--- src/design/dmw_pkg.sv ---
package dmw_pkg;

  // Fixed field widths.
  localparam int PIX_W      = 32;
  localparam int POS_W      = 9;
  localparam int BYTE_W     = 8;
  localparam int STEP_W     = 9;
  localparam int GREY_W     = 8;
  localparam int DISP_W     = 17;
  localparam int SUB_W      = 8;
  localparam int CRD_W      = 10;
  localparam int SUM_W      = 11;
  localparam int WT_W       = 9;
  localparam int PROD_W     = 17;
  localparam int ACC_W      = 18;
  localparam int CHANNELS   = 3;
  localparam int NEIGHBORS  = 4;
  localparam int NB_IDX_W   = 2;

  // Configuration port.
  localparam int CFG_IDX_W  = 3;
  localparam int CFG_DATA_W = 10;

  localparam logic [CFG_IDX_W-1:0] REG_FRAME_WIDTH  = 3'd0;
  localparam logic [CFG_IDX_W-1:0] REG_FRAME_HEIGHT = 3'd1;
  localparam logic [CFG_IDX_W-1:0] REG_STEP_X       = 3'd2;
  localparam logic [CFG_IDX_W-1:0] REG_STEP_Y       = 3'd3;
  localparam logic [CFG_IDX_W-1:0] REG_EXACT_MODE   = 3'd4;

  localparam logic [CFG_DATA_W-1:0] RST_FRAME_SIZE = 10'd512;

  // Arithmetic constants.
  localparam int                GREY_SHIFT  = 2;
  localparam int                BLEND_SHIFT = 10;
  localparam logic [WT_W-1:0]   WT_FULL     = 9'd510;
  localparam logic [WT_W-1:0]   WT_HALF     = 9'd255;

  // Result queue.
  localparam int RES_DEPTH = 4;
  localparam int RES_PTR_W = $clog2(RES_DEPTH);
  localparam int RES_CNT_W = $clog2(RES_DEPTH + 1);

  typedef enum logic [2:0] {
    OP_SKIP,
    OP_LOAD,
    OP_FAST,
    OP_EXACT,
    OP_BORDER
  } op_kind_e;

  // One decoded request on its way to the sequencer.
  typedef struct packed {
    op_kind_e                        kind;
    logic [NEIGHBORS-1:0][WT_W-1:0]  wt;
    logic [POS_W-1:0]                x;
    logic [POS_W-1:0]                y;
    logic [PIX_W-1:0]                data;
  } op_t;

  // Tag that travels alongside a memory access.
  typedef struct packed {
    logic              vld;
    logic              last;
    op_kind_e          kind;
    logic [NB_IDX_W-1:0] k;
    logic [WT_W-1:0]   wt;
    logic [POS_W-1:0]  x;
    logic [POS_W-1:0]  y;
  } tag_t;

  typedef struct packed {
    logic [PIX_W-1:0] pixel;
    logic [POS_W-1:0] x;
    logic [POS_W-1:0] y;
    logic             unch;
  } res_t;

endpackage

--- src/design/dmw_in_if.sv ---
interface dmw_in_if;
  logic                       valid;
  logic                       ready;
  logic                       func;
  logic [dmw_pkg::POS_W-1:0]  pos_x;
  logic [dmw_pkg::POS_W-1:0]  pos_y;
  logic [dmw_pkg::PIX_W-1:0]  pixel_data;

  modport source (output valid, func, pos_x, pos_y, pixel_data, input ready);
  modport sink (input valid, func, pos_x, pos_y, pixel_data, output ready);
endinterface

--- src/design/dmw_front.sv ---
module dmw_front #(
  parameter int MAX_WIDTH = 512,
  parameter int MAX_HEIGHT = 512,
  localparam int AddrW = $clog2(MAX_WIDTH * MAX_HEIGHT)
) (
  input  logic                            clk_i,
  input  logic                            rst_ni,
  dmw_in_if.sink                          req_i,
  input  logic [dmw_pkg::CRD_W-1:0]       wm1_i,
  input  logic [dmw_pkg::CRD_W-1:0]       hm1_i,
  input  logic signed [dmw_pkg::STEP_W-1:0] step_x_i,
  input  logic signed [dmw_pkg::STEP_W-1:0] step_y_i,
  input  logic                            exact_i,
  output logic                            op_valid_o,
  input  logic                            op_ready_i,
  output dmw_pkg::op_t                    op_o,
  output logic [AddrW-1:0]                addr_o [dmw_pkg::NEIGHBORS]
);

  // Stage 1: accepted request.
  logic                         s1_v_q;
  logic                         s1_func_q;
  logic [dmw_pkg::POS_W-1:0]    s1_x_q, s1_y_q;
  logic [dmw_pkg::PIX_W-1:0]    s1_data_q;
  // Stage 2: displacement.
  logic                         s2_v_q;
  logic                         s2_func_q;
  logic [dmw_pkg::POS_W-1:0]    s2_x_q, s2_y_q;
  logic [dmw_pkg::PIX_W-1:0]    s2_data_q;
  logic signed [dmw_pkg::DISP_W-1:0] s2_dx_q, s2_dy_q;
  // Stage 3: clamped neighbor coordinates.
  logic                         s3_v_q;
  dmw_pkg::op_t                 s3_op_q;
  logic [dmw_pkg::CRD_W-1:0]    s3_col0_q, s3_col1_q, s3_row0_q, s3_row1_q;

  logic s1_ready, s2_ready, s3_ready;

  logic [dmw_pkg::CRD_W-1:0]    grey_sum;
  logic [dmw_pkg::GREY_W-1:0]   grey;
  logic signed [dmw_pkg::DISP_W-1:0] dx_d, dy_d;

  logic signed [dmw_pkg::SUM_W-1:0] sum_x, sum_y;
  logic [dmw_pkg::CRD_W-1:0]    xn, yn, xr, yu;
  logic [dmw_pkg::SUB_W-1:0]    sx, sy;
  logic                         border, load_ok;
  dmw_pkg::op_t                 op_d;
  logic [dmw_pkg::CRD_W-1:0]    col0_d, col1_d, row0_d, row1_d;

  logic [AddrW-1:0]             base0, base1;

  assign s3_ready    = !s3_v_q || op_ready_i;
  assign s2_ready    = !s2_v_q || s3_ready;
  assign s1_ready    = !s1_v_q || s2_ready;
  assign req_i.ready = s1_ready;

  // Grey value and displacement in 1/256 pixel.
  always_comb begin
    grey_sum = {2'b00, req_i.pixel_data[7:0]} * 10'd0 + {2'b00, s1_data_q[7:0]}
             + {2'b00, s1_data_q[15:8]} + {2'b00, s1_data_q[23:16]};
    grey = dmw_pkg::GREY_W'(grey_sum >> dmw_pkg::GREY_SHIFT);
    dx_d = $signed({{(dmw_pkg::DISP_W-dmw_pkg::STEP_W){step_x_i[dmw_pkg::STEP_W-1]}}, step_x_i})
         * $signed({{(dmw_pkg::DISP_W-dmw_pkg::GREY_W){1'b0}}, grey});
    dy_d = $signed({{(dmw_pkg::DISP_W-dmw_pkg::STEP_W){step_y_i[dmw_pkg::STEP_W-1]}}, step_y_i})
         * $signed({{(dmw_pkg::DISP_W-dmw_pkg::GREY_W){1'b0}}, grey});
  end

  // Whole-pixel move, clamp to the frame, neighbors and weights.
  always_comb begin
    sum_x = $signed({2'b00, s2_x_q}) + $signed({{2{s2_dx_q[dmw_pkg::DISP_W-1]}},
                                                s2_dx_q[dmw_pkg::DISP_W-1:dmw_pkg::SUB_W]});
    sum_y = $signed({2'b00, s2_y_q}) + $signed({{2{s2_dy_q[dmw_pkg::DISP_W-1]}},
                                                s2_dy_q[dmw_pkg::DISP_W-1:dmw_pkg::SUB_W]});
    if (sum_x < 0) begin
      xn = '0;
    end else if (sum_x > $signed({1'b0, wm1_i})) begin
      xn = wm1_i;
    end else begin
      xn = sum_x[dmw_pkg::CRD_W-1:0];
    end
    if (sum_y < 0) begin
      yn = '0;
    end else if (sum_y > $signed({1'b0, hm1_i})) begin
      yn = hm1_i;
    end else begin
      yn = sum_y[dmw_pkg::CRD_W-1:0];
    end
    xr = (xn == wm1_i) ? xn : xn + 1'b1;
    yu = (yn == '0) ? yn : yn - 1'b1;
    sx = s2_dx_q[dmw_pkg::SUB_W-1:0];
    sy = s2_dy_q[dmw_pkg::SUB_W-1:0];

    border  = (s2_x_q == '0) || (s2_y_q == '0)
           || ({1'b0, s2_x_q} >= wm1_i) || ({1'b0, s2_y_q} >= hm1_i);
    load_ok = (32'(s2_x_q) < MAX_WIDTH) && (32'(s2_y_q) < MAX_HEIGHT);

    op_d.x     = s2_x_q;
    op_d.y     = s2_y_q;
    op_d.data  = s2_data_q;
    op_d.wt[0] = dmw_pkg::WT_FULL - {1'b0, sx} - {1'b0, sy};
    op_d.wt[1] = dmw_pkg::WT_HALF + {1'b0, sx} - {1'b0, sy};
    op_d.wt[2] = {1'b0, sx} + {1'b0, sy};
    op_d.wt[3] = dmw_pkg::WT_HALF + {1'b0, sy} - {1'b0, sx};

    col0_d = xn;
    col1_d = xr;
    row0_d = yn;
    row1_d = yu;
    if (!s2_func_q) begin
      op_d.kind = load_ok ? dmw_pkg::OP_LOAD : dmw_pkg::OP_SKIP;
      col0_d    = {1'b0, s2_x_q};
      row0_d    = {1'b0, s2_y_q};
    end else if (!exact_i) begin
      op_d.kind = dmw_pkg::OP_FAST;
    end else if (border) begin
      op_d.kind = dmw_pkg::OP_BORDER;
    end else begin
      op_d.kind = dmw_pkg::OP_EXACT;
    end
  end

  // Store addresses of the four neighbors; clamping keeps them in range.
  always_comb begin
    base0     = AddrW'(s3_row0_q) * AddrW'(MAX_WIDTH);
    base1     = AddrW'(s3_row1_q) * AddrW'(MAX_WIDTH);
    addr_o[0] = base0 + AddrW'(s3_col0_q);
    addr_o[1] = base0 + AddrW'(s3_col1_q);
    addr_o[2] = base1 + AddrW'(s3_col1_q);
    addr_o[3] = base1 + AddrW'(s3_col0_q);
  end

  assign op_valid_o = s3_v_q;
  assign op_o       = s3_op_q;

  always_ff @(posedge clk_i or negedge rst_ni) begin
    if (!rst_ni) begin
      s1_v_q <= 1'b0;
      s2_v_q <= 1'b0;
      s3_v_q <= 1'b0;
    end else begin
      if (s1_ready) begin
        s1_v_q <= req_i.valid;
      end
      if (s2_ready) begin
        s2_v_q <= s1_v_q;
      end
      if (s3_ready) begin
        s3_v_q <= s2_v_q;
      end
    end
  end

  always_ff @(posedge clk_i) begin
    if (s1_ready && req_i.valid) begin
      s1_func_q <= req_i.func;
      s1_x_q    <= req_i.pos_x;
      s1_y_q    <= req_i.pos_y;
      s1_data_q <= req_i.pixel_data;
    end
    if (s2_ready && s1_v_q) begin
      s2_func_q <= s1_func_q;
      s2_x_q    <= s1_x_q;
      s2_y_q    <= s1_y_q;
      s2_data_q <= s1_data_q;
      s2_dx_q   <= dx_d;
      s2_dy_q   <= dy_d;
    end
    if (s3_ready && s2_v_q) begin
      s3_op_q   <= op_d;
      s3_col0_q <= col0_d;
      s3_col1_q <= col1_d;
      s3_row0_q <= row0_d;
      s3_row1_q <= row1_d;
    end
  end

endmodule

--- src/flat_wrapper.sv ---
// flat-port wrapper written by rule: the top's interface ports become plain ports
module dmw_front_flat 
#(
  parameter int MAX_WIDTH = 512,
  parameter int MAX_HEIGHT = 512,
  localparam int AddrW = $clog2(MAX_WIDTH * MAX_HEIGHT)
)
  (clk_i, rst_ni, wm1_i, hm1_i, step_x_i, step_y_i, exact_i, op_valid_o, op_ready_i, op_o, addr_o, req_i_valid, req_i_func, req_i_pos_x, req_i_pos_y, req_i_pixel_data, req_i_ready);
  dmw_in_if req_i_i ();
  input  logic clk_i;
  input  logic rst_ni;
  input  logic [dmw_pkg::CRD_W-1:0] wm1_i;
  input  logic [dmw_pkg::CRD_W-1:0] hm1_i;
  input  logic signed [dmw_pkg::STEP_W-1:0] step_x_i;
  input  logic signed [dmw_pkg::STEP_W-1:0] step_y_i;
  input  logic exact_i;
  output logic op_valid_o;
  input  logic op_ready_i;
  output dmw_pkg::op_t op_o;
  output logic [AddrW-1:0] addr_o[dmw_pkg::NEIGHBORS];
  input wire logic [$bits(req_i_i.valid)-1:0] req_i_valid;
  input wire logic [$bits(req_i_i.func)-1:0] req_i_func;
  input wire logic [$bits(req_i_i.pos_x)-1:0] req_i_pos_x;
  input wire logic [$bits(req_i_i.pos_y)-1:0] req_i_pos_y;
  input wire logic [$bits(req_i_i.pixel_data)-1:0] req_i_pixel_data;
  output wire logic [$bits(req_i_i.ready)-1:0] req_i_ready;
  assign req_i_i.valid = req_i_valid;
  assign req_i_i.func = req_i_func;
  assign req_i_i.pos_x = req_i_pos_x;
  assign req_i_i.pos_y = req_i_pos_y;
  assign req_i_i.pixel_data = req_i_pixel_data;
  assign req_i_ready = req_i_i.ready;
  dmw_front #(.MAX_WIDTH(MAX_WIDTH), .MAX_HEIGHT(MAX_HEIGHT)) u_core (.clk_i(clk_i), .rst_ni(rst_ni), .req_i(req_i_i), .wm1_i(wm1_i), .hm1_i(hm1_i), .step_x_i(step_x_i), .step_y_i(step_y_i), .exact_i(exact_i), .op_valid_o(op_valid_o), .op_ready_i(op_ready_i), .op_o(op_o), .addr_o(addr_o));
endmodule
--- config.mk ---
export PLATFORM = sky130hd
export DESIGN_NAME = dmw_front_flat
export DESIGN_NICKNAME = d
export VERILOG_FILES = /design/src/design/dmw_pkg.sv /design/src/design/dmw_in_if.sv /design/src/design/dmw_front.sv /design/src/flat_wrapper.sv
export SDC_FILE = /design/constraint.sdc
export NUM_CORES = 1
export LEC_CHECK = 0
export BUFFER_PORTS_ARGS = -buffer_cell sky130_fd_sc_hd__buf_4
export CORE_MARGIN = 3
export CORE_UTILIZATION = 30
export DETAILED_ROUTE_END_ITERATION = 10
export HOLD_SLACK_MARGIN = 0.08
export MAX_ROUTING_LAYER = met4
export RECOVER_POWER = 100
export SYNTH_ARGS = -nofsm -noshare
export SYNTH_HDL_FRONTEND = slang
export SYNTH_SLANG_ARGS = --single-unit
--- constraint.sdc ---
create_clock -name clk_i -period 22.4 [get_ports clk_i]
set_clock_uncertainty 0.05 [all_clocks]
set_input_delay 2.24 -clock clk_i [delete_from_list [all_inputs] [get_ports clk_i]]
set_output_delay 2.24 -clock clk_i [all_outputs]
set_load 0.01 [all_outputs]
Word level (Yosys, flattened, before mapping)
Cells that the tools add are included.

Output and inout port bits: 163. Register bits: 266. Logic and storage cells: 79.

Multiplexer cells: 10. Order comparisons: 6. Reductions and logical operators: 16. $mul: 2. Add/sub/neg operators: 17. Equality and inequality tests: 1.

Operator list (number): adder 18 x 10 -> 18 bit (4); 2-to-1 mux 10 bit (5); multiplier 9 x 9 -> 17 bit (2); 2-to-1 mux 9 bit (3); subtractor 9 x 8 -> 9 bit (3); adder 10 x 9 -> 11 bit (2); greater-than comparator 11 bit (2); less-than comparator 11 x 1 -> 1 bit, second input constant (2); >= comparator 9 x 10 -> 1 bit (2); adder 8 x 8 -> 9 bit (2); adder 8 x 8 -> 9 bit, first input constant (2); logical NOT 9 bit (2); adder 10 x 1 -> 10 bit, second input constant (1); adder 10 x 8 -> 10 bit (1); equality test 10 bit (1); logical NOT 10 bit (1); subtractor 9 x 1 -> 9 bit, second input constant (1); subtractor 9 x 8 -> 9 bit, first input constant (1); logical OR 1 bit (6); logical AND 1 bit (3); logical NOT 1 bit (3); 2-to-1 mux 3 bit (1); 2-to-1 mux 2 bit (1); AND reduction 2 bit (1).

Longest topological paths before layout
Depth in word-level cells: 6. Gate-level depth with buffers: 32. Gate-level depth less buffers: 31.

Least setup slack after synthesis
OpenSTA, ideal clock, no wires.

Path type: register to register. Start: register u_core.s1_data_q[0] (netlist name). End: register u_core.s2_dy_q[16] (netlist name), data pin. Period minus slack after synthesis: 7022 ps. Arrival time: 6714 ps. Stages on the path, launching flop included: 31. Setup slack: 15378 ps. Path buffers: 1. Path through: edfxtp_1 -> ha_1 -> inv_1 -> fa_1 -> inv_1 -> ha_1 -> a31oi_1 -> o21bai_1 -> a21oi_1 -> nor2b_1 -> o21ai_0 -> nand2b_1 -> a21oi_1 -> xnor2_1 -> clkbuf_1 -> nand2_1 -> fa_1 -> fa_1 -> inv_1 -> fa_1 -> inv_1 -> fa_1 -> inv_1 -> ha_1 -> a21boi_0 -> o21ai_0 -> nand2b_1 -> a21o_1 -> a41o_1 -> o41a_1 -> xnor2_1.

Longest elaborated chain between the ends: 3.

RTL lines: start: declaration (line dmw_front.sv:24) `logic [dmw_pkg::PIX_W-1:0] s1_data_q;`; start signal: assignment (line dmw_front.sv:157) `s1_data_q <= req_i.pixel_data;`; adder 8 x 8 -> 9 bit (line dmw_front.sv:59) `+ {2'b00, s1_data_q[15:8]} + {2'b00, s1_data_q[23:16]};`; adder 10 x 8 -> 10 bit (line dmw_front.sv:59); multiplier 9 x 9 -> 17 bit (line dmw_front.sv:64) `* $signed({{(dmw_pkg::DISP_W-dmw_pkg::GREY_W){1'b0}}, grey});`; via u_core.dy_d (one bit) (line dmw_front.sv:40) `logic signed [dmw_pkg::DISP_W-1:0] dx_d, dy_d;`; end signal: assignment (line dmw_front.sv:165) `s2_dy_q <= dy_d;`; end: declaration (line dmw_front.sv:30) `logic signed [dmw_pkg::DISP_W-1:0] s2_dx_q, s2_dy_q;`.

The timed path passes the listed nets, and every way through them passes these cells. A chain may end at the register's enable or synchronous reset.

Worst setup path in the final report
Start: input port op_ready_i. End: register u_core.s3_op_q, in the netlist u_core.op_o[76] (enable).

Longest elaborated chain between the ends: 2.

RTL lines: start: declaration (line flat_wrapper.sv:18) `input logic op_ready_i;`; logical OR 1 bit (line dmw_front.sv:51) `assign s3_ready = !s3_v_q || op_ready_i;`; logical AND 1 bit (line dmw_front.sv:167) `if (s3_ready && s2_v_q) begin`; end signal: assignment (line dmw_front.sv:168) `s3_op_q <= op_d;`; end: declaration (line dmw_front.sv:33) `dmw_pkg::op_t s3_op_q;`.

No other way between the ends.

==> summary.md <==
| Metric | Value |
|---|---|
| Status | finished with violations |
| Failing checks | capacitance limit, slew limit |
| CP Data Arrival Time | 8.08 ns |
| Final core utilization | 0.352 |
| CP cell instances | clkbuf_4 > nand2b_1 > and2_0 > clkbuf_1 |
| FP Rows | 91 |
| Grt ovf | 0 |
| Post-CTS Setup Bufs | 0 |
| Area Growth Syn to Fin | 15.3% |
| Mapped Avg Cell Area | 11.2 um^2 |
| Mapped Cells | 1693 |
| Global-route wire length before repair | 72.7 mm |
| Slew @ Worst Pin | 4.07 ns |
| Layout cell share with drive strength beyond 1 | 0.0801 |
| Period utilization | 0.359 |
| Top-Level Pins | roughly 260 |
| Die X | approximately 260 um |
| Worst min-delay path class | register to register |
| DR vias | 12700 |
| Synth cell types | 71 |
| Initial Utilization | 0.305 |
| HPWL after DPL | 35.9 mm |
| Final hold violations | 0 |
| Iteration-0 DRC count of the detailed router | approximately 640 |
| Finish-stage setup viols | 0 |
| WHS Path Cells | 0 |
| GPL Wtd Cong | 0.871 |
| Antenna viol nets, final | 0 |
| CP required | 22.43 ns |
| Hold-fix buffers, CTS | 0 |
| Router iterations before antenna repair | 5 |
| Critical Path Sink Type | register |
| Sequential area share after synthesis | 0.417 |
| Post-Route WL | 45.1 mm |
| Unrepaired setup endpoints after global routing | false |
| Drt drc | 0 |
| Initial antenna violation count | 1 |
| Nets | roughly 2300 |
| Top FF cell, synth | edfxtp_1 |
| Syn Nets | 2091 |
| Slew Viols, Final | between 200 and 300 |
| I/O Buffers | about 260 |
| Vias/cell | roughly 4.6 |
| Setup TNS | 0 ns |
| Clock transition at the registers of the reported paths | around 0.06 ns |
| Clock latency on the worst-skew pair | between 0.5 and 0.6 ns |
| #FFs+latches synth | about 260 |
| Largest net degree at the start of global routing | 71 |
| Maxcap violations | 5 |
| Crit Path Max Fanout | 66 |
| Crit path largest cell delay | 2.87 ns |
| Number of global-route vias before repair | between 10000 and 15000 |
| Top cells by area, synth | edfxtp_1 41%, fa_1 13%, ha_1 12% |
| Post-synth EDFFs | ~260 |
| Max Freq | 0.124 GHz |
| Crit path launch type | input pin |
| Max_slew headroom | -1.72 |
| Synth Cell Area | 19000 um^2 |
| Cell taking the most area after synthesis | edfxtp_1 |
| Root Driver | clkbuf_16 |
| Core area | around 62000 um^2 |
| Clk sinks | about 260 |
| GRT Resource Usage Total | 0.139 |
| Final Critical Period | 8.05 ns |
| CTS tree | done |
| Die Y | 257 um |
| Synth warn | 0 |
| Crit path max-delay cell type | and2_0 |
| DIE AREA | 66300 um^2 |
| WL per Instance | 16.2 um |
| WS Path Type | input pin to register |
| Post_cts resized | 0 |
| CTS Buf Count | 28 |
| CTS max path bufs | 3 |
| H-Tree Depth | 1 |
| R2R cell count | 26 |
| Post-synth ARST share | 0.0114 |
| Top cell type's share of synthesized area | 0.413 |
routing by layer:
| metal | track usage | wire, um | vias to the layer above |
|---|---|---|---|
| li1 | - | - | 6177 |
| met1 | 0.173 | 19500 | 6155 |
| met4 | 0.0316 | 771 | 0 |
| met5 | - | 0 | - |
| met2 | 0.236 | 21900 | 299 |
| met3 | 0.0251 | 2880 | 49 |
through the flow:
stage	worst slack [ns]	hold WS, ns	area, um^2	instances
after global placement	15.13	0.351	21600	2733
after detailed placement	15.00	0.355	21600	2733
after floorplan	15.38	0.350	19000	1693
after CTS	14.98	0.365	22500	2785
after global routing	13.63	0.372	21900	2786
final	14.35	0.358	21900	2786
path summary, 6_finish.rpt:
check                                          start            endpoint  slack (ns)
worst max-delay path                      op_ready_i     u_core.op_o[76]       14.35
worst min-delay path            u_core.s2_data_q[15]     u_core.op_o[15]        0.36
worst max register to register   u_core.s1_data_q[0]  u_core.s2_dy_q[15]       14.76
worst min register to register  u_core.s2_data_q[15]     u_core.op_o[15]        0.36
max in group asynchronous                     rst_ni   u_core.op_valid_o       20.73
min in group asynchronous                     rst_ni       u_core.s1_v_q        1.41
worst max-delay path, delay by kind of cell:
kind                   cells  cell delay, ns
AND/OR/NAND/NOR            2            2.98
buffers and inverters      2            2.73
sequential cells by signal, summed over array words and instances (netlist names), 9 cells and up:
| signal | cells |
|---|---|
| u_core.s2_data_q | 32 |
| u_core.s1_data_q | 32 |
| u_core.s2_dy_q | 17 |
| u_core.s1_y_q | 9 |
| u_core.s2_x_q | 9 |
| u_core.s3_row1_q | 9 |
| u_core.op_o | 87 |
| u_core.s2_y_q | 9 |
| u_core.s1_x_q | 9 |
| u_core.s3_row0_q | 9 |
| u_core.s3_col1_q | 10 |
| u_core.s3_col0_q | 10 |
| u_core.s2_dx_q | 17 |
cell usage in the layout, fill, tap and decap left out, types with 11 or more instances in the layout:
master	Yosys	routed
a211oi_1	14	14
a21o_1	23	23
a21oi_1	63	63
and2_1	88	77
buf_4	38	50
clkbuf_1	17	176
clkbuf_16	0	28
clkbuf_4	0	44
edfxtp_1	261	261
fa_1	123	123
ha_1	181	181
inv_1	265	265
nand2_1	119	119
nand2b_1	16	17
nand3_1	24	24
nand4_1	11	11
nor2_1	83	83
nor2b_1	14	14
nor3_1	19	19
o21ai_0	45	46
o21bai_1	13	13
xnor2_1	95	95
xor2_1	24	24
final cells by class:
type | count | area (um^2)
timing repair buffer | 267 | 1360
clock buffer | 31 | 712
clock inverter | 21 | 196
sequential | 264 | 7910
fill | 6355 | 40300
inverter | 268 | 1010
tap | 837 | 1050
antenna | 1 | 2.50
multi-input combinational | 1097 | 9640
cells by family after synthesis:
family / Yosys count / synth area share
muxes: 20 / 0.0113
AOI/OAI and AO/OA: 240 / 0.0838
xor gates and xnor gates: 119 / 0.0550
and+or+nand+nor: 414 / 0.110
buffers and inverters: 332 / 0.0740
adders and majority gates: 304 / 0.249
DFF: 264 / 0.417
synth_stat cells (16+ instances only):
library cell  count
nand2_1         119
edfxtp_1        261
o21ai_0          45
xor2_1           24
fa_1            123
xnor2_1          95
nor3_1           19
ha_1            181
inv_1           265
clkbuf_1         17
a21oi_1          63
buf_4            38
nand3_1          24
and2_1           88
nor2_1           83
a21o_1           23
nand2b_1         16
Power is not shown: default switching activity piles up to over one toggle a cycle in this logic, so the estimate is an artifact.
