## config.mk

```make
export PLATFORM = sky130hd
export DESIGN_NAME = dmw_blend_flat
export DESIGN_NICKNAME = d
export VERILOG_FILES = /design/src/design/dmw_pkg.sv /design/src/design/dmw_out_if.sv /design/src/design/dmw_blend.sv /design/src/flat_wrapper.sv
export SDC_FILE = /design/constraint.sdc
export NUM_CORES = 1
export LEC_CHECK = 0
export BUFFER_PORTS_ARGS = -buffer_cell sky130_fd_sc_hd__clkbuf_2
export CORE_ASPECT_RATIO = 1.5
export CORE_MARGIN = 2
export CORE_UTILIZATION = 35
export CTS_BUF_LIST = sky130_fd_sc_hd__clkbuf_8
export CTS_CLUSTER_DIAMETER = 200
export DETAILED_ROUTE_END_ITERATION = 8
export PLACE_DENSITY_LB_ADDON = 0.12
export SLEW_MARGIN = 10
export SYNTH_ARGS = -nofsm -noshare
export SYNTH_HDL_FRONTEND = slang
export SYNTH_SLANG_ARGS = --single-unit
```

## constraint.sdc

```tcl
create_clock -name clk_i -period 4.9 [get_ports clk_i]
set_input_delay 0 -clock clk_i [delete_from_list [all_inputs] [get_ports clk_i]]
set_output_delay 0 -clock clk_i [all_outputs]
set_load 0.005 [all_outputs]
```

## src/design/dmw_pkg.sv

```systemverilog
package dmw_pkg;

  // Fixed field widths.
  localparam int PIX_W      = 32;
  localparam int POS_W      = 9;
  localparam int BYTE_W     = 8;
  localparam int STEP_W     = 9;
  localparam int GREY_W     = 8;
  localparam int DISP_W     = 17;
  localparam int SUB_W      = 8;
  localparam int CRD_W      = 10;
  localparam int SUM_W      = 11;
  localparam int WT_W       = 9;
  localparam int PROD_W     = 17;
  localparam int ACC_W      = 18;
  localparam int CHANNELS   = 3;
  localparam int NEIGHBORS  = 4;
  localparam int NB_IDX_W   = 2;

  // Configuration port.
  localparam int CFG_IDX_W  = 3;
  localparam int CFG_DATA_W = 10;

  localparam logic [CFG_IDX_W-1:0] REG_FRAME_WIDTH  = 3'd0;
  localparam logic [CFG_IDX_W-1:0] REG_FRAME_HEIGHT = 3'd1;
  localparam logic [CFG_IDX_W-1:0] REG_STEP_X       = 3'd2;
  localparam logic [CFG_IDX_W-1:0] REG_STEP_Y       = 3'd3;
  localparam logic [CFG_IDX_W-1:0] REG_EXACT_MODE   = 3'd4;

  localparam logic [CFG_DATA_W-1:0] RST_FRAME_SIZE = 10'd512;

  // Arithmetic constants.
  localparam int                GREY_SHIFT  = 2;
  localparam int                BLEND_SHIFT = 10;
  localparam logic [WT_W-1:0]   WT_FULL     = 9'd510;
  localparam logic [WT_W-1:0]   WT_HALF     = 9'd255;

  // Result queue.
  localparam int RES_DEPTH = 4;
  localparam int RES_PTR_W = $clog2(RES_DEPTH);
  localparam int RES_CNT_W = $clog2(RES_DEPTH + 1);

  typedef enum logic [2:0] {
    OP_SKIP,
    OP_LOAD,
    OP_FAST,
    OP_EXACT,
    OP_BORDER
  } op_kind_e;

  // One decoded request on its way to the sequencer.
  typedef struct packed {
    op_kind_e                        kind;
    logic [NEIGHBORS-1:0][WT_W-1:0]  wt;
    logic [POS_W-1:0]                x;
    logic [POS_W-1:0]                y;
    logic [PIX_W-1:0]                data;
  } op_t;

  // Tag that travels alongside a memory access.
  typedef struct packed {
    logic              vld;
    logic              last;
    op_kind_e          kind;
    logic [NB_IDX_W-1:0] k;
    logic [WT_W-1:0]   wt;
    logic [POS_W-1:0]  x;
    logic [POS_W-1:0]  y;
  } tag_t;

  typedef struct packed {
    logic [PIX_W-1:0] pixel;
    logic [POS_W-1:0] x;
    logic [POS_W-1:0] y;
    logic             unch;
  } res_t;

endpackage

```

## src/design/dmw_out_if.sv

```systemverilog
interface dmw_out_if;
  logic                       valid;
  logic                       ready;
  logic [dmw_pkg::PIX_W-1:0]  out_pixel;
  logic [dmw_pkg::POS_W-1:0]  out_x;
  logic [dmw_pkg::POS_W-1:0]  out_y;
  logic                       unchanged;

  modport source (output valid, out_pixel, out_x, out_y, unchanged, input ready);
  modport sink (input valid, out_pixel, out_x, out_y, unchanged, output ready);
endinterface

```

## src/design/dmw_blend.sv

```systemverilog
module dmw_blend (
  input  logic                        clk_i,
  input  logic                        rst_ni,
  input  dmw_pkg::tag_t               tag_i,
  input  logic [dmw_pkg::PIX_W-1:0]   rdata_i,
  output logic                        room_o,
  dmw_out_if.source                   res_o
);

  dmw_pkg::tag_t tag_q;

  logic [dmw_pkg::ACC_W-1:0]  acc_q [dmw_pkg::CHANNELS];
  logic [dmw_pkg::ACC_W-1:0]  acc_d [dmw_pkg::CHANNELS];
  logic [dmw_pkg::PROD_W-1:0] prod  [dmw_pkg::CHANNELS];

  dmw_pkg::res_t                 fifo_q [dmw_pkg::RES_DEPTH];
  dmw_pkg::res_t                 res_d;
  logic [dmw_pkg::RES_PTR_W-1:0] wr_ptr_q, rd_ptr_q;
  logic [dmw_pkg::RES_CNT_W-1:0] cnt_q, cnt_d;
  logic                          push, pop, inflight;

  // Weighted sum, one neighbor per returned word.
  always_comb begin
    for (int c = 0; c < dmw_pkg::CHANNELS; c++) begin
      prod[c]  = dmw_pkg::PROD_W'(tag_q.wt * rdata_i[c*dmw_pkg::BYTE_W +: dmw_pkg::BYTE_W]);
      acc_d[c] = ((tag_q.k == '0) ? '0 : acc_q[c]) + dmw_pkg::ACC_W'(prod[c]);
    end
  end

  always_comb begin
    res_d.x    = tag_q.x;
    res_d.y    = tag_q.y;
    res_d.unch = 1'b0;
    case (tag_q.kind)
      dmw_pkg::OP_FAST: begin
        res_d.pixel = rdata_i;
      end
      dmw_pkg::OP_EXACT: begin
        res_d.pixel = {8'h00,
                       acc_d[2][dmw_pkg::BLEND_SHIFT +: dmw_pkg::BYTE_W],
                       acc_d[1][dmw_pkg::BLEND_SHIFT +: dmw_pkg::BYTE_W],
                       acc_d[0][dmw_pkg::BLEND_SHIFT +: dmw_pkg::BYTE_W]};
      end
      dmw_pkg::OP_BORDER: begin
        res_d.pixel = '0;
        res_d.unch  = 1'b1;
      end
      default: begin
        res_d.pixel = '0;
      end
    endcase
  end

  assign inflight = tag_q.vld && tag_q.last;
  assign push     = inflight;
  assign pop      = res_o.valid && res_o.ready;
  assign cnt_d    = cnt_q + dmw_pkg::RES_CNT_W'(push) - dmw_pkg::RES_CNT_W'(pop);
  // Room for one more result counts the one that lands this cycle.
  assign room_o   = (cnt_q + dmw_pkg::RES_CNT_W'(inflight))
                  < dmw_pkg::RES_CNT_W'(dmw_pkg::RES_DEPTH);

  assign res_o.valid     = (cnt_q != '0);
  assign res_o.out_pixel = fifo_q[rd_ptr_q].pixel;
  assign res_o.out_x     = fifo_q[rd_ptr_q].x;
  assign res_o.out_y     = fifo_q[rd_ptr_q].y;
  assign res_o.unchanged = fifo_q[rd_ptr_q].unch;

  always_ff @(posedge clk_i or negedge rst_ni) begin
    if (!rst_ni) begin
      tag_q    <= '0;
      wr_ptr_q <= '0;
      rd_ptr_q <= '0;
      cnt_q    <= '0;
    end else begin
      tag_q <= tag_i;
      cnt_q <= cnt_d;
      if (push) begin
        wr_ptr_q <= wr_ptr_q + 1'b1;
      end
      if (pop) begin
        rd_ptr_q <= rd_ptr_q + 1'b1;
      end
    end
  end

  always_ff @(posedge clk_i) begin
    if (tag_q.vld && (tag_q.kind == dmw_pkg::OP_EXACT)) begin
      for (int c = 0; c < dmw_pkg::CHANNELS; c++) begin
        acc_q[c] <= acc_d[c];
      end
    end
    if (push) begin
      fifo_q[wr_ptr_q] <= res_d;
    end
  end

endmodule

```

## src/flat_wrapper.sv

```systemverilog
// flat-port wrapper written by rule: the top's interface ports become plain ports
module dmw_blend_flat 
  (clk_i, rst_ni, tag_i, rdata_i, room_o, res_o_valid, res_o_out_pixel, res_o_out_x, res_o_out_y, res_o_unchanged, res_o_ready);
  dmw_out_if res_o_i ();
  input  logic clk_i;
  input  logic rst_ni;
  input  dmw_pkg::tag_t tag_i;
  input  logic [dmw_pkg::PIX_W-1:0] rdata_i;
  output logic room_o;
  output wire logic [$bits(res_o_i.valid)-1:0] res_o_valid;
  output wire logic [$bits(res_o_i.out_pixel)-1:0] res_o_out_pixel;
  output wire logic [$bits(res_o_i.out_x)-1:0] res_o_out_x;
  output wire logic [$bits(res_o_i.out_y)-1:0] res_o_out_y;
  output wire logic [$bits(res_o_i.unchanged)-1:0] res_o_unchanged;
  input wire logic [$bits(res_o_i.ready)-1:0] res_o_ready;
  assign res_o_valid = res_o_i.valid;
  assign res_o_out_pixel = res_o_i.out_pixel;
  assign res_o_out_x = res_o_i.out_x;
  assign res_o_out_y = res_o_i.out_y;
  assign res_o_unchanged = res_o_i.unchanged;
  assign res_o_i.ready = res_o_ready;
  dmw_blend u_core (.clk_i(clk_i), .rst_ni(rst_ni), .tag_i(tag_i), .rdata_i(rdata_i), .room_o(room_o), .res_o(res_o_i));
endmodule
```

* Word-level counts from Yosys, hierarchy flattened
Memories as Yosys holds them, arrays and structs flattened. Index checks and enable logic that the tools add are counted.
Word-level totals: latch bits 0, bits in writable memories 258, ROM bits 0, input port bits 69, bits in registers 41, memories kept 2
Memory list:
- u_core.fifo_q | words 4, width 51, rd ports 1, clocked after Yosys merged registers in 0, write ports 1, RTL line dmw_blend.sv:16 | dmw_pkg::res_t fifo_q [dmw_pkg::RES_DEPTH];
- u_core.acc_q | words 3, width 18, rd ports 3, clocked after Yosys merged registers in 0, write ports 3, RTL line dmw_blend.sv:12 | logic [dmw_pkg::ACC_W-1:0] acc_q [dmw_pkg::CHANNELS];
Cells by class: divide/modulo/power cells 0, $add $sub $neg 7, $mul 3, equal/unequal tests 3, order comparisons 1, bitwise operators 0, shift operators 0, reduce and logical (&&, ||, !) cells 5, mux-type cells 9
Operator list (count):
- $pmux W32 S2 | 1
- $add A18 B17 Y18 | 3
- $mux W18 | 3
- $mul A9 B8 Y17 | 3
- $eq A3 B2 Y1 const B | 2
- $mux W1 | 5
- $add A2 B1 Y2 const B | 2
- $add A3 B1 Y3 | 1
- $eq A3 B3 Y1 const B | 1
- $logic_and A1 B1 Y1 | 3
- $lt A3 B3 Y1 const B | 1
- $reduce_bool A3 Y1 | 1
- $sub A3 B1 Y3 | 1
- $logic_not A2 Y1 | 1

* Longest topological paths before layout
Gate-level depths: netlist of run 1.
depth after elaboration 4, gate-level depth with buffers 20

* Worst setup path after synthesis of run 1
OpenSTA, ideal clock, no wires.
path type flip-flop to flip-flop, start point reg u_core.tag_q[28] (netlist name), end point mem u_core.fifo_q[0][34] (netlist name) (data pin), path slack -0.007 ns, arrival 4.636 ns, stages on the path, launching flop included 19, data required time 4.629 ns, path buffers 2, cells stage by stage dfrtp_1 -> or2_2 -> clkbuf_1 -> clkbuf_1 -> nand2_1 -> fa_1 -> inv_1 -> fa_1 -> inv_1 -> fa_1 -> fa_1 -> inv_1 -> ha_1 -> o21a_1 -> o31a_1 -> o31a_1 -> o41ai_2 -> mux2i_1 -> nand2_1
RTL lines:
- start: declaration | RTL line dmw_blend.sv:10 | dmw_pkg::tag_t tag_q;
- start signal: assignment | RTL line dmw_blend.sv:75 | tag_q <= tag_i;
- end: declaration | RTL line dmw_blend.sv:16

==> results of run 1 <==
[sequential cells by signal, summed over array words and instances, names as in the netlist]
signal,count
u_core.tag_q,16
u_core.fifo_q,204
u_core.acc_q,54
u_core.rd_ptr_q,2
u_core.res_d,18
u_core.cnt_q,3
u_core.wr_ptr_q,2
[layout by cell type (no fill, tap or decap), types with 4 or more instances in the layout]
cell,Yosys,layout
nor2b_1,4,4
o21a_1,10,10
and2_1,156,155
o21ai_2,1,4
a211oi_1,7,4
clkinv_1,0,6
nand3_1,5,4
ha_4,0,6
a21oi_2,2,4
buf_12,0,11
clkinv_2,0,4
xor2_1,8,8
dlygate4sd3_1,0,87
a21oi_1,34,32
a21o_1,9,9
buf_4,0,63
edfxtp_1,258,258
a211oi_2,1,4
a211o_1,5,5
nor2_1,24,23
mux4_2,51,51
inv_1,291,311
clkbuf_8,0,60
dfrtp_2,0,4
nand2b_1,5,5
a22o_1,18,17
nand2_1,151,149
ha_1,125,116
o21ai_0,23,18
xnor2_1,34,33
and3_2,0,4
o211ai_1,4,4
fa_1,171,169
clkbuf_2,0,121
dfrtp_1,41,36
[cell families after synthesis]
logic type	share of synthesized area, %
flops	45.0
fa+ha+maj	25.6
buf+inv	6.85
xor+xnor	1.88
simple gates	9.67
compound gates	4.99
mux	6.10
[metal layers]
metal	vias to the layer above	part of all wire (%)	routed length (µm)	GRT usage (%)
met3	81	3.3	1600	2.57
li1	5696	-	-	-
met2	194	54	25900	31.8
met4	0	2.6	1240	5.41
met1	6287	41	19600	19.8
met5	-	0	0	0
[path summary, 6_finish.rpt]
check	slack, ns	end	depth (start not counted)
max in group asynchronous	4.30	u_core.rd_ptr_q[0]$_DFFE_PN0P_	3
min reg2reg	0.49	u_core.fifo_q[1][10]$_DFFE_PP_	0
max reg2reg	0.12	u_core.fifo_q[3][32]$_DFFE_PP_	17
min in group asynchronous	0.05	u_core.cnt_q[0]$_DFF_PN0_	3
max	0.12	u_core.fifo_q[3][32]$_DFFE_PP_	17
min	0.01	u_core.fifo_q[0][21]$_DFFE_PP_	2
[timing repair]
action	4_1_cts	5_1_grt
endpoints found under the setup margin	12	87
hold buffers	87	0
resized for setup	3	40
hold endpoints to repair	166	0
pin swaps	1	10
gates cloned	0	2
buffers inserted	0	8
[metrics by stage]
step,util (%),setup TNS [ns],cell area (µm²),power [mW],instances
global placement,38.6,0,21400,9.90,2382
finish,42.5,0,23600,12.4,2575
global route,42.5,-0.688,23600,13.5,2575
detailed placement,38.6,-0.193,21400,9.92,2382
CTS,42.0,0,23300,12.3,2563
floorplan,-,-0.0525,19500,7.83,1556
[power breakdown]
| part | internal (mW) | switching, mW | leakage, nW | total (mW) |
|---|---|---|---|---|
| sequential | 3.38 | 0.243 | 2.86 | 3.62 |
| combinational | 3.14 | 3.43 | 6.96 | 6.57 |
| clock | 1.17 | 1.07 | 0.595 | 2.24 |
[final cells by class]
type,instances,area [µm²]
fill,5246,31800
multi-input combinational,903,9600
sequential,299,8780
timing repair buffer,284,2220
inverter,291,1090
tap,702,878
clock buffer,60,826
clock inverter,34,184
antenna,2,5.00
==> impl_metrics.env, run 1 <==
export IMPL_status="complete, no violations"
export IMPL_rsz0062_at_grt="yes"
export IMPL_area_growth_pct=20.9
export IMPL_cp_slowest_cell="fa_1"
export IMPL_path_cells="or2_4 > buf_12 > nand2_1 > fa_1 > inv_1 > fa_1 > inv_1 > fa_1 > fa_1 > inv_1 > ha_1 > o21a_1 > o31a_1 > o31a_1 > o41ai_2 > xnor2_1 > a22o_1"
export IMPL_r2r_start="u_core.tag_q[28]$_DFF_PN0_"
export IMPL_synth_cell_type_count=58
export IMPL_finalSetupViolCount=0
export IMPL_hp_class="primary input to flip-flop"
export IMPL_cp_max_fo=14
export IMPL_vias_per_cell=4.76
export IMPL_io_pins=122
export IMPL_clk_pin_slew_ns=0.07
export IMPL_endpoint_kind="flip-flop"
export IMPL_grt_start_max_net_pins=42
export IMPL_critPathRequiredTime_ns=5.26
export IMPL_slew_viol_final=0
export IMPL_fin_crit_sh_pct=97.6
export IMPL_dieArea_um2=57700
export IMPL_pre_cts_slack_ns=-0.0225
export IMPL_synth_top_area_cell="edfxtp_1"
export IMPL_syn_num_nets=1921
export IMPL_drt_iter0_markers=457
export IMPL_placementRows=106
export IMPL_vias=12258
export IMPL_async_reset_ff_share_pct=13.7
export IMPL_synth_area_um2=19500
export IMPL_worstSetupStartpointType="flip-flop"
export IMPL_antenna_left=0
export IMPL_antenna_found_initial=2
export IMPL_synthesis_instances=1556
export IMPL_crit_path_start="u_core.tag_q[28]$_DFF_PN0_"
export IMPL_clkLatencyLatePin_ns=0.67
export IMPL_cpMostUsedCell="fa_1"
export IMPL_drc=0
export IMPL_grt_pass1_wl_um=75400
export IMPL_maxCapViolCount=0
export IMPL_die_w_um=197
export IMPL_yosys_warnings=0
export IMPL_grt_usage_pct=17.0
export IMPL_yosysMostFrequentCell="inv_1"
export IMPL_powerDensity_nw_per_um2=527
export IMPL_cpPeakStageDelay_ns=0.54
export IMPL_ys_ff_latch=299
export IMPL_die_h_um=293
export IMPL_ys_top_cells_by_area="edfxtp_1, fa_1, ha_1"
export IMPL_port_buffers=121
export IMPL_synth_top_area_share_pct=39.7
export IMPL_synthFlopType="edfxtp_1"
export IMPL_synth_edf_count=258
export IMPL_cts_sinks=299
export IMPL_overflow=0
export IMPL_relSlewSlack_pct=27.1
export IMPL_wire_per_inst_um=18.8
export IMPL_ys_seq_area_share_pct=45.0
export IMPL_critPathBufInv=4
export IMPL_fin_ws_ns=0.115
export IMPL_worstPathArrival_ns=5.14
export IMPL_coreArea_um2=55400
export IMPL_p_leak_nw=10.4
export IMPL_firstDrtPassIters=5
export IMPL_cts_htree_levels=2
export IMPL_hold_violations=0
export IMPL_cts_tree="built"
export IMPL_fin_skew_ns=0.0610
export IMPL_clockBufferDepth=3
export IMPL_gp_congestion=0.803
export IMPL_syn_avg_cell_area_um2=12.5
export IMPL_wirelength_um=48300
export IMPL_fmax_mhz=209
export IMPL_grt_pass1_vias=13345
export IMPL_finalNetCount=2195
export IMPL_drive_gt1_share_pct=19.5
export IMPL_critical_path_top_delay_family="adder cells"
export IMPL_cts_root_buffer="clkbuf_8"
export IMPL_hp_start="rdata_i[2]"
export IMPL_criticalPathCategory="flip-flop to flip-flop"
export IMPL_numCtsBuffers=51
export IMPL_whs_ns=0.0109
export IMPL_dp_hpwl_um=34400
export IMPL_start_util_pct=35.2
export IMPL_peakVddDrop_v=0.000240
export IMPL_min_period_ns=4.78
export IMPL_tightest_slew_ns=1.09
export IMPL_ys_top_cells_by_count="inv_1, edfxtp_1, fa_1, and2_1, nand2_1"
No activity file was read; power rests on OpenSTA's default activity.
==> inputs of run 2 (changes only) <==
Settings changed: CTS_BUF_LIST sky130_fd_sc_hd__clkbuf_8 to default, MAX_ROUTING_LAYER from default to met4.
==> run 2 against run 1 <==
  * Critical path type unchanged
  * Design area fell by 0.99%
  * Largest cell class unchanged
  * Final cell count down 3.0%
  * Setup slack got worse by 0.050 ns
  * Worst hold slack better by 0.021 ns
  * Global-route usage up 0.40 points
  * Sequential share of layout area increased by 0.37 points
  * Register-to-register slack got worse by 0.05 ns
  * Routed wire length is 1.3% lower
==> impl_metrics.env, run 2 (same netlist as run 1, synthesis figures left out) <==
export IMPL_finalSetupViolCount=0
export IMPL_finalSetupTns_ns=0
export IMPL_criticalPathCategory="flip-flop to flip-flop"
export IMPL_min_period_ns=4.83
export IMPL_antenna_found_initial=1
export IMPL_grt_usage_pct=17.4
export IMPL_fin_crit_sh_pct=98.7
export IMPL_worstSetupStartpointType="flip-flop"
export IMPL_area_growth_pct=19.7
export IMPL_power_total_mw=13.0
export IMPL_internal_power_mw=8.18
export IMPL_status="complete, no violations"
export IMPL_wire_per_inst_um=19.1
export IMPL_pwr_share_comb_pct=51.1
export IMPL_vias_per_cell=4.79
export IMPL_vias=11968
export IMPL_die_h_um=293
export IMPL_slew_viol_final=0
export IMPL_drive_gt1_share_pct=19.8
export IMPL_p_leak_nw=10.2
export IMPL_worstPathArrival_ns=5.16
export IMPL_grt_pass1_wl_um=74700
export IMPL_hp_class="primary input to flip-flop"
export IMPL_drt_iter0_markers=497
export IMPL_placed_area_um2=21400
export IMPL_port_buffers=121
export IMPL_gp_congestion=0.815
export IMPL_endpoint_kind="flip-flop"
export IMPL_top_register="u_core.fifo_q"
export IMPL_p_clk_share_pct=21.0
export IMPL_cp_max_fo=17
export IMPL_wirelength_um=47600
export IMPL_rr_worst_depth=15
export IMPL_netSwitchingFraction_pct=36.9
export IMPL_cts_htree_levels=2
export IMPL_final_cell_mix="inv_1, edfxtp_1, fa_1"
export IMPL_coreArea_um2=55400
export IMPL_seqPwrFrac_pct=27.9
export IMPL_die_w_um=197
export IMPL_hold_violations=0
export IMPL_postLayoutCoreUtil_pct=42.1
export IMPL_grt_pass1_vias=12976
export IMPL_numCtsBuffers=34
export IMPL_final_common_cell="inv_1"
export IMPL_dieArea_um2=57700
export IMPL_fin_skew_ns=0.0263
export IMPL_drc=0
export IMPL_cpMostUsedCell="fa_1"
export IMPL_design_area_um2=23400
export IMPL_firstDrtPassIters=5
export IMPL_grt_start_max_net_pins=42
export IMPL_placementRows=106
export IMPL_rsz0062_at_grt="yes"
export IMPL_n_fill_cell=5205
export IMPL_start_util_pct=35.2
export IMPL_hold_depth=2
export IMPL_cts_tree="built"
export IMPL_finalNetCount=2133
export IMPL_clkLatencyLatePin_ns=0.55
export IMPL_clockBufferDepth=3
export IMPL_cts_sinks=299
export IMPL_io_pins=122
export IMPL_tightest_slew_ns=1.10
export IMPL_relSlewSlack_pct=26.4
export IMPL_antenna_left=0
export IMPL_fmax_mhz=207
export IMPL_cts_root_buffer="clkbuf_16"
export IMPL_largest_reg_flops=204
export IMPL_peakVddDrop_v=0.000260
export IMPL_maxCapViolCount=0
export IMPL_dp_cells=2382
export IMPL_dp_hpwl_um=34400
export IMPL_switching_power_mw=4.79
export IMPL_cp_slowest_cell="fa_1"
export IMPL_powerDensity_nw_per_um2=555
export IMPL_clk_pin_slew_ns=0.06
export IMPL_critPathRequiredTime_ns=5.22
export IMPL_stdcell_count=2497
export IMPL_cpPeakStageDelay_ns=0.51
export IMPL_path_cells="buf_12 > and2_1 > fa_1 > fa_1 > inv_1 > fa_1 > fa_1 > inv_1 > ha_1 > a21oi_2 > o21ai_2 > or3_1 > o221a_1 > or4_1 > o211ai_1"
export IMPL_overflow=0
run 2: routing by layer:
metal / global-route usage [%] / part of all wire, % / up-vias
met5: - / 0 / -
met4: 4.73 / 2.2 / 0
met3: 2.44 / 3.2 / 62
met2: 31.6 / 53 / 183
met1: 20.0 / 41 / 6161
li1: - / - / 5562
run 2: layout make-up:
type / instances / area [µm²] / area share (%)
Clock buffer: 50 / 1000 / 4.29
Tap cell: 702 / 878 / 3.76
Antenna cell: 1 / 2.50 / 0.0107
Multi-Input combinational cell: 903 / 9660 / 41.4
Sequential cell: 299 / 8780 / 37.6
Inverter: 291 / 1090 / 4.68
Clock inverter: 12 / 194 / 0.830
Timing Repair Buffer: 239 / 1750 / 7.48
run 2: power groups by stage:
stage	Clock (mW)	Sequential (mW)	Combinational, mW
floorplan	0	3.48	4.35
global placement	0	3.68	6.21
detailed placement	0	3.69	6.23
CTS	2.82	3.64	6.32
global route	2.91	3.67	7.49
finish	2.73	3.62	6.62
run 2: repair_timing:
action                                 in CTS  in global routing
endpoints found under the hold margin     110                  0
hold buffers                               44                  0
setup endpoints to repair                  19                 89
cloned                                      0                  1
setup buffers                               0                  7
gates resized for setup                     3                 54
pin swaps                                   1                 18
run 2: worst paths after layout:
kind / start / to / slack [ns]
setup / recovery: u_core.tag_q[25]$_DFF_PN0_ / u_core.fifo_q[0][26]$_DFFE_PP_ / 0.07
hold / removal: rdata_i[13] / u_core.fifo_q[0][32]$_DFFE_PP_ / 0.03
setup reg to reg: u_core.tag_q[25]$_DFF_PN0_ / u_core.fifo_q[0][26]$_DFFE_PP_ / 0.07
hold reg to reg: u_core.res_d[10]$_DFF_PN0_ / u_core.fifo_q[1][10]$_DFFE_PP_ / 0.49
max in group asynchronous: rst_ni / u_core.rd_ptr_q[0]$_DFFE_PN0P_ / 4.19
min in group asynchronous: rst_ni / u_core.cnt_q[2]$_DFF_PN0_ / 0.15
run 2: per-stage QoR:
| stage | setup WS, ns | hold slack [ns] |
|---|---|---|
| after floorplan | -0.00677 | -0.296 |
| after global placement | 0.0207 | 0.110 |
| after detailed placement | -0.0225 | 0.110 |
| after CTS | 0.0143 | 0.00487 |
| after global routing | -0.0669 | 0.0475 |
| final | 0.0658 | 0.0314 |
run 2: critical path: cells and delay by family, from the launching register on:
kind / cells / cell delay (ns)
compound gates: 4 / 0.66
fa+ha+maj: 5 / 2.28
buf+inv: 3 / 0.28
flops: 1 / 0.43
simple gates: 3 / 0.96
==> inputs of run 3 (changes only) <==
Settings changed: PLACE_DENSITY from default to 0.58, PLACE_DENSITY_LB_ADDON 0.12 to default.
==> run 3 against run 2 <==
  * Clock skew is 0.011 ns lower
  * Register-to-register slack hardly changed
  * Combinational power is 12% higher
  * Routed wire length is 4.3% lower
  * Sequential share of layout area is 0.75 points lower
  * Critical path depth is 2 higher
  * Clock-buffer cell count is 14 lower
  * Via count is 2.0% higher
  * Die area stayed put
  * Clock power is 13% lower
  * Critical endpoint is now u_core.fifo_q[3][34]$_DFFE_PP_
  * Largest power group unchanged
  * Highest routed layer unchanged
==> impl_metrics.env, run 3 (same netlist as run 1, synthesis figures left out) <==
export IMPL_firstDrtPassIters=5
export IMPL_antenna_left=0
export IMPL_cts_root_buffer="clkbuf_16"
export IMPL_wire_per_inst_um=18.0
export IMPL_die_h_um=293
export IMPL_r2r_setup_slack_ns=0.07
export IMPL_vias_per_cell=4.83
export IMPL_grt_start_max_net_pins=42
export IMPL_drive_gt1_share_pct=24.8
export IMPL_hp_class="primary input to flip-flop"
export IMPL_vias=12203
export IMPL_numCtsBuffers=29
export IMPL_finalSetupViolCount=0
export IMPL_cpMostUsedCell="fa_1"
export IMPL_grt_pass1_wl_um=71900
export IMPL_top_register="u_core.fifo_q"
export IMPL_clk_pin_slew_ns=0.06
export IMPL_holdPathEnd="u_core.fifo_q[3][31]$_DFFE_PP_"
export IMPL_cts_htree_levels=1
export IMPL_stdcell_count=2529
export IMPL_rsz0062_at_grt="yes"
export IMPL_fin_skew_ns=0.0151
export IMPL_final_cell_mix="inv_1, edfxtp_1, fa_1"
export IMPL_clockBufferDepth=3
export IMPL_grt_pass1_vias=13455
export IMPL_antenna_found_initial=2
export IMPL_cp_max_fo=9
export IMPL_start_util_pct=35.2
export IMPL_critical_path_top_delay_family="adder cells"
export IMPL_hp_start="rdata_i[12]"
export IMPL_dp_hpwl_um=32300
export IMPL_fmax_mhz=207
export IMPL_min_period_ns=4.83
export IMPL_hold_depth=2
export IMPL_dp_cells=2405
export IMPL_port_buffers=121
export IMPL_coreArea_um2=55400
export IMPL_placementRows=106
export IMPL_worstPathArrival_ns=5.13
export IMPL_final_common_cell="inv_1"
export IMPL_endpoint_kind="flip-flop"
export IMPL_overflow=0
export IMPL_criticalPathCategory="flip-flop to flip-flop"
export IMPL_cts_sinks=299
export IMPL_critPathBufInv=5
export IMPL_relSlewSlack_pct=50.1
export IMPL_design_area_um2=23800
export IMPL_placed_area_um2=21600
export IMPL_p_leak_nw=10.3
export IMPL_cts_tree="built"
export IMPL_area_growth_pct=22.2
export IMPL_wirelength_um=45600
export IMPL_tightest_slew_ns=0.749
export IMPL_hold_violations=0
export IMPL_r2r_start="u_core.tag_q[22]$_DFF_PN0_"
export IMPL_maxCapViolCount=0
export IMPL_r2r_end="u_core.fifo_q[3][34]$_DFFE_PP_"
export IMPL_worstSetupStartpointType="flip-flop"
export IMPL_grt_usage_pct=16.3
export IMPL_drc=0
export IMPL_cp_slowest_cell="fa_1"
export IMPL_finalNetCount=2167
export IMPL_path_cells="buf_12 > nand2_1 > fa_1 > fa_1 > inv_1 > fa_1 > inv_1 > fa_1 > inv_1 > ha_1 > o21a_1 > o31a_1 > o31a_1 > o41ai_2 > buf_4 > mux2i_2 > nand2_2"
export IMPL_dieArea_um2=57700
export IMPL_gp_congestion=0.847
export IMPL_clkLatencyLatePin_ns=0.57
export IMPL_die_w_um=197
export IMPL_drt_iter0_markers=477
export IMPL_largest_reg_flops=204
export IMPL_powerDensity_nw_per_um2=561
export IMPL_critPathRequiredTime_ns=5.20
export IMPL_io_pins=122
export IMPL_status="complete, no violations"
export IMPL_peakVddDrop_v=0.000299
export IMPL_cpPeakStageDelay_ns=0.56
export IMPL_fin_crit_sh_pct=98.6
export IMPL_rr_worst_depth=17
export IMPL_slew_viol_final=0
run 3: layout make-up:
cell class              instances  area, µm²
well taps                     702        878
diodes                          2       5.00
fillers                      5139      31600
flip-flops and latches        299       8780
clock buffers                  36        772
multi-input cells             903       9990
inverters                     291       1090
clock inverters                18        236
repair buffers                278       2090
run 3: routing by layer:
metal / track usage [%] / part of all wire, %
met3: 2.32 / 3.8
met4: 5.61 / 3.2
met2: 29.7 / 53
met1: 18.3 / 40
met5: - / 0
run 3: worst max path at each step:
stage | start | end | slack (ns) | cells after the start
floorplan | u_core.tag_q[28]$_DFF_PN0_ | u_core.fifo_q[0][34]$_DFFE_PP_ | -0.007 | 18
global route | u_core.tag_q[28]$_DFF_PN0_ | u_core.fifo_q[1][34]$_DFFE_PP_ | -0.09 | 18
finish | u_core.tag_q[22]$_DFF_PN0_ | u_core.fifo_q[3][34]$_DFFE_PP_ | 0.07 | 17
global placement | u_core.tag_q[28]$_DFF_PN0_ | u_core.fifo_q[0][34]$_DFFE_PP_ | -0.04 | 18
detailed placement | u_core.tag_q[28]$_DFF_PN0_ | u_core.fifo_q[0][34]$_DFFE_PP_ | -0.09 | 18
CTS | u_core.tag_q[27]$_DFF_PN0_ | u_core.fifo_q[1][34]$_DFFE_PP_ | 0.002 | 18
run 3: worst register-to-register path, cell delays in order, from the launching register on:
cell and delay [ns]:
dfrtp_2 0.45, buf_12 0.17, nand2_1 0.07, fa_1 0.45, fa_1 0.56, inv_1 0.07, fa_1 0.55, inv_1 0.05
fa_1 0.48, inv_1 0.04, ha_1 0.28, o21a_1 0.11, o31a_1 0.12, o31a_1 0.31, o41ai_2 0.37, buf_4 0.19
mux2i_2 0.21, nand2_2 0.09
run 3: stage by stage:
step / hold WS (ns) / worst slack [ns] / util, % / total power, mW / TNS, ns
final: 0.0498 / 0.0682 / 43.0 / 13.4 / 0
after CTS: 0.0192 / 0.00240 / 41.8 / 12.7 / 0
after global routing: 0.0602 / -0.0882 / 43.0 / 14.4 / -0.999
after floorplan: -0.296 / -0.00677 / - / 7.83 / -0.0525
after global placement: 0.111 / -0.0440 / 38.9 / 10.0 / -0.176
after detailed placement: 0.110 / -0.0894 / 38.9 / 10.1 / -1.01
run 3: power by group:
part | total (mW) | leakage, nW | switching, mW | internal (mW)
Combinational | 7.42 | 6.96 | 3.72 | 3.70
Sequential | 3.58 | 2.85 | 0.205 | 3.37
Clock | 2.37 | 0.475 | 0.987 | 1.39
Total | 13.4 | 10.3 | 4.91 | 8.46
run 3: repair_timing:
| item | CTS | global route |
|---|---|---|
| endpoints found under the setup margin | 29 | 105 |
| hold buffers | 46 | 0 |
| pin swaps | 14 | 65 |
| endpoints found under the hold margin | 118 | 0 |
| setup buffers | 6 | 14 |
| gates resized for setup | 16 | 124 |
| gates cloned | 1 | 1 |
